==> src/rtl/rtpss_pkg.sv <==
// ----------------------------------------------------------------------------
// rtpss_pkg
// Types and constants shared by the RTP stream statistics table.
// ----------------------------------------------------------------------------
package rtpss_pkg;

  localparam int unsigned SLOT_W   = 6;
  localparam int unsigned PT_W     = 7;
  localparam int unsigned CLASS_W  = 2;
  localparam int unsigned JIT_W    = 36;

  // fixed protocol constants
  localparam logic [15:0] HDR_LEN   = 16'd12;
  localparam logic [7:0]  PT_MASK   = 8'h7F;
  localparam logic [5:0]  JIT_ROUND = 6'd8;
  localparam int unsigned JIT_SHIFT = 4;

  // payload types with a codec class of their own
  localparam logic [PT_W-1:0] PT_PCMU = 7'd0;
  localparam logic [PT_W-1:0] PT_PCMA = 7'd8;
  localparam logic [PT_W-1:0] PT_G729 = 7'd18;

  typedef enum logic [CLASS_W-1:0] {
    CLASS_PCMU  = 2'd0,
    CLASS_PCMA  = 2'd1,
    CLASS_G729  = 2'd2,
    CLASS_OTHER = 2'd3
  } codec_class_e;

  typedef enum logic {
    OP_PACKET = 1'b0,
    OP_CLEAR  = 1'b1
  } operation_e;

  typedef enum logic {
    ST_IDLE,
    ST_CALC
  } state_e;

  typedef struct packed {
    logic              operation;
    logic [SLOT_W-1:0] session_slot;
    logic [7:0]        type_byte;
    logic [15:0]       sequence_number;
    logic [31:0]       media_timestamp;
    logic [15:0]       packet_length;
    logic [31:0]       arrival_time;
  } in_t;

  typedef struct packed {
    logic [31:0]        packet_count;
    logic [47:0]        byte_count;
    logic [31:0]        lost_count;
    logic [JIT_W-1:0]   jitter_scaled;
    logic [PT_W-1:0]    payload_kind;
    logic [CLASS_W-1:0] codec_class;
    logic [31:0]        first_seen_time;
    logic [31:0]        last_seen_time;
  } out_t;

  // one slot of the statistics memory
  typedef struct packed {
    logic [31:0]      packets;
    logic [47:0]      bytes_total;
    logic [31:0]      losses;
    logic [15:0]      previous_sequence;
    logic [31:0]      previous_media_time;
    logic [JIT_W-1:0] jitter_estimate;
    logic [PT_W-1:0]  codec_type;
    logic [31:0]      first_time;
    logic [31:0]      latest_time;
  } entry_t;

  // map a payload type onto its codec class
  function automatic logic [CLASS_W-1:0] class_of(input logic [PT_W-1:0] pt);
    logic [CLASS_W-1:0] cls;
    case (pt)
      PT_PCMU: cls = CLASS_PCMU;
      PT_PCMA: cls = CLASS_PCMA;
      PT_G729: cls = CLASS_G729;
      default: cls = CLASS_OTHER;
    endcase
    return cls;
  endfunction

endpackage

==> src/rtl/rtpss_update.sv <==
// ----------------------------------------------------------------------------
// rtpss_update
// Modify step of the slot read-modify-write: counters, loss, jitter, times.
// ----------------------------------------------------------------------------
module rtpss_update
  import rtpss_pkg::*;
(
  input  in_t    item_i,
  input  entry_t old_i,
  input  logic   seen_i,
  input  logic   in_range_i,
  output entry_t entry_o,
  output logic   seen_o,
  output out_t   result_o
);

  entry_t            pkt;
  logic [32:0]       pkt_sum;
  logic [15:0]       pay_len;
  logic [48:0]       byte_sum;
  logic [16:0]       prev_next;
  logic [15:0]       gap;
  logic [32:0]       loss_sum;
  logic [31:0]       ts_diff;
  logic [JIT_W:0]    jit_round;
  logic [JIT_W+1:0]  jit_sum;

  // saturating packet and byte counters
  assign pkt_sum  = {1'b0, old_i.packets} + 33'd1;
  assign pay_len  = item_i.packet_length - HDR_LEN;
  assign byte_sum = {1'b0, old_i.bytes_total} + {33'd0, pay_len};

  // forward sequence gap, plain difference without wrap
  assign prev_next = {1'b0, old_i.previous_sequence} + 17'd1;
  assign gap       = item_i.sequence_number - old_i.previous_sequence - 16'd1;
  assign loss_sum  = {1'b0, old_i.losses} + {17'd0, gap};

  // jitter: J + d - ((J + 8) >> 4), clamped to the field width
  assign ts_diff   = (item_i.media_timestamp >= old_i.previous_media_time)
                   ? item_i.media_timestamp - old_i.previous_media_time
                   : old_i.previous_media_time - item_i.media_timestamp;
  assign jit_round = ({1'b0, old_i.jitter_estimate} + {{(JIT_W-5){1'b0}}, JIT_ROUND})
                     >> JIT_SHIFT;
  assign jit_sum   = {2'b00, old_i.jitter_estimate} + {{(JIT_W-30){1'b0}}, ts_diff}
                   - {1'b0, jit_round};

  // entry after one packet
  always_comb begin
    pkt = old_i;
    pkt.packets = pkt_sum[32] ? '1 : pkt_sum[31:0];
    if (item_i.packet_length > HDR_LEN) begin
      pkt.bytes_total = byte_sum[48] ? '1 : byte_sum[47:0];
    end
    if (!seen_i) begin
      pkt.first_time = item_i.arrival_time;
    end else begin
      if ({1'b0, item_i.sequence_number} > prev_next) begin
        pkt.losses = loss_sum[32] ? '1 : loss_sum[31:0];
      end
      pkt.jitter_estimate = (jit_sum[JIT_W+1:JIT_W] != 2'b00) ? '1 : jit_sum[JIT_W-1:0];
    end
    pkt.latest_time         = item_i.arrival_time;
    pkt.previous_sequence   = item_i.sequence_number;
    pkt.previous_media_time = item_i.media_timestamp;
    pkt.codec_type          = PT_W'(item_i.type_byte & PT_MASK);
  end

  // choose packet or clear, and build the result beat
  always_comb begin
    if (item_i.operation == OP_CLEAR) begin
      entry_o = '0;
      seen_o  = 1'b0;
    end else begin
      entry_o = pkt;
      seen_o  = 1'b1;
    end
    result_o = '0;
    if (in_range_i) begin
      result_o.packet_count    = entry_o.packets;
      result_o.byte_count      = entry_o.bytes_total;
      result_o.lost_count      = entry_o.losses;
      result_o.jitter_scaled   = entry_o.jitter_estimate;
      result_o.payload_kind    = entry_o.codec_type;
      result_o.codec_class     = class_of(entry_o.codec_type);
      result_o.first_seen_time = entry_o.first_time;
      result_o.last_seen_time  = entry_o.latest_time;
    end
  end

endmodule

==> config.mk <==
export PLATFORM = sky130hd
export DESIGN_NAME = rtpss_update
export DESIGN_NICKNAME = d
export VERILOG_FILES = /design/src/rtl/rtpss_pkg.sv /design/src/rtl/rtpss_update.sv
export SDC_FILE = /design/constraint.sdc
export NUM_CORES = 1
export LEC_CHECK = 0
export BUFFER_PORTS_ARGS = -buffer_cell sky130_fd_sc_hd__buf_2
export CORE_AREA = 2 2 338 340
export DETAILED_ROUTE_END_ITERATION = 16
export DIE_AREA = 0 0 340 342
export REMOVE_ABC_BUFFERS = 1
export SLEW_MARGIN = 20
export SYNTH_ARGS = -nofsm -noshare
export SYNTH_HDL_FRONTEND = slang
export SYNTH_SLANG_ARGS = --single-unit
==> constraint.sdc <==
create_clock -name vclk -period 10.9
set_clock_uncertainty 0.1 [all_clocks]
set_input_delay 2.18 -clock vclk [all_inputs]
set_output_delay 2.18 -clock vclk [all_outputs]
set_load 0.05 [all_outputs]
# After elaboration in Yosys (flattened, before gate mapping)
# Cells that the tools add are included.
# totals
register_bits	0
out_inout_bits	489
elab_cells	33
# op_classes
add_sub_neg	12
order_cmp	3
n_eq_ne	2
mux	14
n_reduce_logical	2
# op_table
cell	n
267-bit 2-to-1 mux	1
221-bit 2-to-1 mux	1
32-bit 2-to-1 mux	6
48-bit 2-to-1 mux	2
36-bit 2-to-1 mux	2
32-bit subtractor	2
48-bit by 16-bit adder with 49-bit output	1
37-bit by 33-bit subtractor with 38-bit output	1
36-bit by 32-bit adder with 37-bit output	1
36-bit by 4-bit adder with 37-bit output (second input constant)	1
32-bit by 1-bit adder with 33-bit output (second input constant)	1
32-bit by 16-bit adder with 33-bit output	1
32-bit greater-or-equal comparator	1
16-bit by 1-bit adder with 17-bit output (second input constant)	1
16-bit by 17-bit greater-than comparator with 1-bit output	1
16-bit by 4-bit greater-than comparator with 1-bit output (second input constant)	1
16-bit by 1-bit subtractor with 16-bit output (second input constant)	1
16-bit subtractor	1
16-bit by 4-bit subtractor with 16-bit output (second input constant)	1
7-bit by 4-bit equality test with 1-bit output (second input constant)	1
7-bit by 5-bit equality test with 1-bit output (second input constant)	1
7-bit logical NOT	1
2-bit one-hot mux with 3 select lines	1
2-bit nonzero test	1
1-bit 2-to-1 mux	1

# Logic depth before layout (Yosys ltp)
# Gate-level depths: netlist of the first run.
# logic_depth
depth_word	11
depth_mapped	28
mapped_depth_nobuf	24

# Least setup slack after synthesis of the first run
# Ideal clock, no wire load.
# synth_timing
path_type	input -> output
startpoint	input port item_i[48] (netlist name)
endpoint	output port entry_o[99] (netlist name)
arrival_time_ps	8282
required_time_ps	8620
setup_slack_ps	338
stages	24
cell_sequence	inv_1 ha_1 inv_1 fa_1 nand3_1 a21oi_1 o31ai_1 a31oi_1 o31ai_2 buf_2 buf_2 mux2_2 fa_1 inv_1 fa_1 nor2b_1 o31a_1 o41ai_4 o21ai_2 a311oi_4 o31ai_2 a311o_1 nand3_1 a211oi_1
# synth_lines
element	line	text
start: declaration	rtpss_update.sv:8	input in_t item_i,
end: declaration	rtpss_update.sv:12	output entry_t entry_o,

==> results of run 1 <==
==> cell type report <==
type / instances / area [µm²]
diodes: 14 / 35.03
inverters: 155 / 581.8
multi-input cells: 2059 / 14640
well taps: 1512 / 1892
repair buffers: 1002 / 5756
fillers: 12970 / 90200
==> path summary, 6_finish.rpt <==
check  startpoint  cells after the start      endpoint  slack, ps
min    item_i[56]                      4  entry_o[115]       4670
max    item_i[69]                     30   entry_o[98]        150
==> cells by family after synthesis <==
group                      after synthesis  share of synthesized area
adders and majority gates              208                     0.1853
buffers and inverters                  283                    0.07381
xor gates and xnor gates               179                     0.1009
AOI/OAI and AO/OA                      604                     0.2660
and+or+nand+nor                        990                     0.3234
muxes                                   78                    0.05063
==> metrics by stage <==
| stage | std cells | cell area (µm²) | util | hold WS (ps) |
|---|---|---|---|---|
| detailed placement | 4710 | 22350 | 0.1976 | 4671 |
| finish | 4742 | 22910 | 0.2025 | 4671 |
| global route | 4735 | 22890 | 0.2024 | 4694 |
| CTS | 4710 | 22370 | 0.1978 | 4673 |
| global placement | 4710 | 22350 | 0.1976 | 4658 |
| floorplan | 2214 | 14980 | - | 4354 |
==> worst max-delay path, delay by kind of cell <==
family,cells,cell delay (ps)
XOR/XNOR,1,160
buffers and inverters,11,1800
multiplexers,1,200
AND/OR/NAND/NOR,2,110
AO/OA/AOI/OAI,12,2970
adder cells (fa/ha/maj),3,1030
==> cells in the final DEF, fill, tap and decap left out, types with 13 or more instances in the layout <==
| cell type | netlist | layout |
|---|---|---|
| buf_2 | 17 | 781 |
| nor2_1 | 327 | 327 |
| buf_4 | 3 | 200 |
| ha_1 | 171 | 167 |
| a21oi_1 | 168 | 164 |
| inv_1 | 154 | 154 |
| nand2_1 | 141 | 140 |
| and2_1 | 137 | 137 |
| xnor2_1 | 102 | 101 |
| a211oi_1 | 104 | 96 |
| o21ai_0 | 90 | 88 |
| nor2b_1 | 86 | 85 |
| xor2_1 | 77 | 77 |
| nand3_1 | 74 | 74 |
| mux2i_1 | 73 | 73 |
| a21o_1 | 55 | 55 |
| nor3_1 | 54 | 53 |
| nand4_1 | 42 | 42 |
| fa_1 | 37 | 37 |
| and3_1 | 36 | 36 |
| a31oi_1 | 29 | 26 |
| nand2b_1 | 15 | 15 |
| o21bai_1 | 16 | 15 |
| diode_2 | 0 | 14 |
| nor4_1 | 14 | 13 |
==> routing by layer <==
metal,wire (µm),part of all wire,GRT usage
met1,47060,0.41,0.2284
met2,51890,0.45,0.3029
met3,10670,0.093,0.05032
met4,5059,0.044,0.05789
met5,414,0.0036,0
==> repair_timing <==
| item | CTS | global route |
|---|---|---|
| endpoints found under the setup margin | 61 | 72 |
| pin swaps | 0 | 6 |
| gates cloned | 0 | 3 |
| buffers inserted | 0 | 15 |
| gates resized for setup | 5 | 109 |
| hold endpoints to repair | 0 | 0 |
==> impl_metrics.yaml, run 1 <==
detailed_routing:
  drt_iter0_drc: 1375
  drtPass1Iterations: 8
  avgViaCountPerCell: 4.551
  ant_nets: 0
  drc: 0
  wl_um: 115100
  vias: 21580
  post_drt_wl_per_cell_um: 24.27
global_routing:
  grt_overflow_total: 0
  antenna_found_initial: 36
  grt_max_degree: 73
  grt_pass1_wl_um: 153500
  grt_util_all_layers: 0.1828
  grt_pass1_vias: 20110
die:
  chipWidth_um: 340
  dieArea_um2: 116300
  core-area_um2: 113100
  boundaryPins: 869
  rows: 124
  dieHeight_um: 342
  start_util: 0.1374
critical_path:
  cp_slowest_cell: "fa_1"
  cp-end-kind: "output pin"
  cp_data_arrival_time_ps: 8470
  cpPeakStageDelay_ps: 450
  required_ps: 8620
  crit_fanout: 8
  setup.worst_path.class: "input pin to output pin"
  crit_top_cell: "buf_4"
  cp-start-kind: "input pin"
timing:
  max_freq_ghz: 0.09306
  fin_ws_ps: 154.7
  worst_pin_slew_ps: 901.1
  min_period_ps: 10750
  grt_setup_unrepaired: "yes"
  finalHoldViolCount: 0
  finalSetupViolCount: 0
  relSlewSlack: 0.3837
  period_share: 0.9858
  tns_ps: 0
  final_max_slew_viol_count: 0
synth:
  ys_seq_area_frac: 0
  syn_inst: 2342
  yosys.area.top_type: "ha_1"
  netlist-cell-type-count: 94
  yosysWarnings: 0
  synthTopCellsByArea: "ha_1, nor2_1, xnor2_1"
  synthesis.area_um2: 15540
  synth_top_area_share: 0.1376
  yosys-top-cells-count: "nor2_1, ha_1, a21oi_1"
  synthMostInstantiatedCell: "nor2_1"
  avgSynthCellArea_um2: 6.637
place:
  hpwl_um: 100900
  place_ws_ps: -369.9
  numPortBuffers: 823
  place_congestion: 0.9817
finish:
  clkbuf_count: 0
  seq_cell_count: 0
  layout.nets: 3806
  area_delta_synth_final_pct: 47.38
  final-seq-area_um2: 0
  drive_above_1_share: 0.3417
status:
  status: "finished clean"
cts:
  holdBufCountCts: 0
job:
  maxCapViolCount: 0
worst_hold_path:
  hold_class: "input pin to output pin"
==> run 2, diff against run 1 <==
==> constraint.sdc (replaced) <==
create_clock -name vclk -period 12.1
set_clock_uncertainty 0.1 [all_clocks]
set_input_delay 2.42 -clock vclk [all_inputs]
set_output_delay 2.42 -clock vclk [all_outputs]
set_load 0.05 [all_outputs]
==> impl_metrics.yaml, run 2 (synthesis results as in run 1) <==
cts:
  holdBufCountCts: 0
  postCtsSetupRepairBufs: 0
  cts_resized: 0
die:
  dieArea_um2: 116300
  start_util: 0.1374
  rows: 124
  chipWidth_um: 340
  core-area_um2: 113100
  boundaryPins: 869
  dieHeight_um: 342
finish:
  seq_cell_count: 0
  final_cell_mix: "buf_2, nor2_1, ha_1, a21oi_1, inv_1"
  clkbuf_count: 0
  final-seq-area_um2: 0
  utilization: 0.1905
  area_delta_synth_final_pct: 38.61
  stdcell_count: 4616
  drive_above_1_share: 0.3045
  layout_commonest_cell: "buf_2"
  layout.nets: 3680
job:
  maxCapViolCount: 0
pwr:
  ir_drop_mv: 0.06507
  power_density_nw_per_um2: 105.2
  p_leak_nw: 10.64
worst_hold_path:
  hold_depth: 3
  holdPathEnd: "entry_o[235]"
  hold_class: "input pin to output pin"
  worstHoldStart: "old_i[235]"
global_routing:
  grt_overflow_total: 0
  grt_max_degree: 117
  grt_util_all_layers: 0.1789
  antenna_found_initial: 28
  grt_pass1_vias: 19380
  grt_pass1_wl_um: 149900
detailed_routing:
  drt_iter0_drc: 1731
  top_layer: "met5"
  wirelength_met1_um: 47590
  met3WireLength_um: 9133
  vias: 21250
  post_drt_wl_per_cell_um: 24.21
  drtPass1Iterations: 5
  dr_wl_met2_um: 50890
  drc: 0
  ant_nets: 0
  wl_um: 111700
  avgViaCountPerCell: 4.604
critical_path:
  required_ps: 9580
  setup.worst_path.class: "input pin to output pin"
  crit_fanout: 33
  cp-start-kind: "input pin"
  cp-end-kind: "output pin"
  cp_data_arrival_time_ps: 9300
timing:
  finalSetupViolCount: 0
  min_period_ps: 11820
  period_share: 0.9766
  max_freq_ghz: 0.08463
  final_max_slew_viol_count: 0
  relSlewSlack: 0.3860
  grt_setup_unrepaired: "no"
  worst_pin_slew_ps: 895.3
  finalHoldViolCount: 0
place:
  place_congestion: 0.9886
  numPortBuffers: 823
  hpwl_um: 99250
  placedCellCount: 4602
status:
  status: "finished clean"
run 2: changes by cell type in the layout (fill, tap and decap cells not counted), moves of 3 or more:
| cell | before | now |
|---|---|---|
| a21oi_2 | 6 | 2 |
| a21oi_1 | 164 | 168 |
| a211oi_1 | 96 | 104 |
| ha_1 | 167 | 171 |
| clkbuf_16 | 3 | 0 |
| a211oi_2 | 12 | 5 |
| buf_2 | 781 | 819 |
| a31oi_2 | 3 | 0 |
| buf_12 | 8 | 5 |
| a31oi_1 | 26 | 29 |
| clkbuf_4 | 6 | 0 |
| buf_4 | 200 | 51 |
run 2: power breakdown:
part	internal [mW]	switching [mW]
registers	0	0
clock network	0.000000104	0
logic	0.706	1.56
run 2: final cells by class:
| class | count | area [µm²] |
|---|---|---|
| fill | 13150 | 91560 |
| multi-input combinational | 2059 | 14440 |
| timing repair buffer | 876 | 4597 |
| tap | 1512 | 1892 |
| inverter | 155 | 581.8 |
| antenna | 14 | 35.03 |
run 2: worst max-delay path by stage:
stage / startpoint / endpoint / slack, ps / cells past startpoint
detailed placement: item_i[77] / result_o[90] / 410 / 25
CTS: item_i[77] / result_o[90] / 390 / 25
global route: item_i[75] / result_o[90] / 50 / 28
finish: item_i[54] / result_o[90] / 280 / 27
floorplan: item_i[48] / entry_o[100] / -2990 / 24
global placement: item_i[77] / result_o[90] / 360 / 28
run 2: routing by layer:
| layer | up-vias | GRT usage |
|---|---|---|
| met3 | 141 | 0.03556 |
| met2 | 1068 | 0.2968 |
| met1 | 10230 | 0.2326 |
| li1 | 9814 | - |
| met4 | 2 | 0.05411 |
| met5 | - | 0 |
run 2: per-stage QoR:
step / TNS (ps) / cell area, µm² / setup WS, ps / total power [mW] / hold WS, ps
final: 0 / 21540 / 283.6 / 2.266 / 5142
after global routing: 0 / 21530 / 49.69 / 2.432 / 5158
after CTS: 0 / 21510 / 393.0 / 2.263 / 5142
after detailed placement: 0 / 21510 / 413.7 / 2.247 / 5140
after global placement: 0 / 21510 / 362.4 / 2.247 / 5136
after floorplan: -214790 / 14980 / -2986 / 1.481 / 4834
run 2: critical path, cell delays in order:
cell	delay, ps
buf_2	90
inv_1	50
ha_1	470
nand4_1	260
a21oi_1	270
o41ai_1	120
buf_4	150
a2111oi_0	440
buf_4	200
o21ai_0	110
o211a_1	300
nor3_1	230
a2bb2oi_1	250
xnor2_1	190
fa_1	470
ha_1	360
and3_1	220
nand4_1	140
a21oi_1	90
a221o_1	400
a221oi_1	320
a21oi_1	120
o21ai_0	320
a21boi_4	120
buf_12	180
a211oi_1	550
buf_2	380
Note: power is estimated with default switching activity, not from simulation.
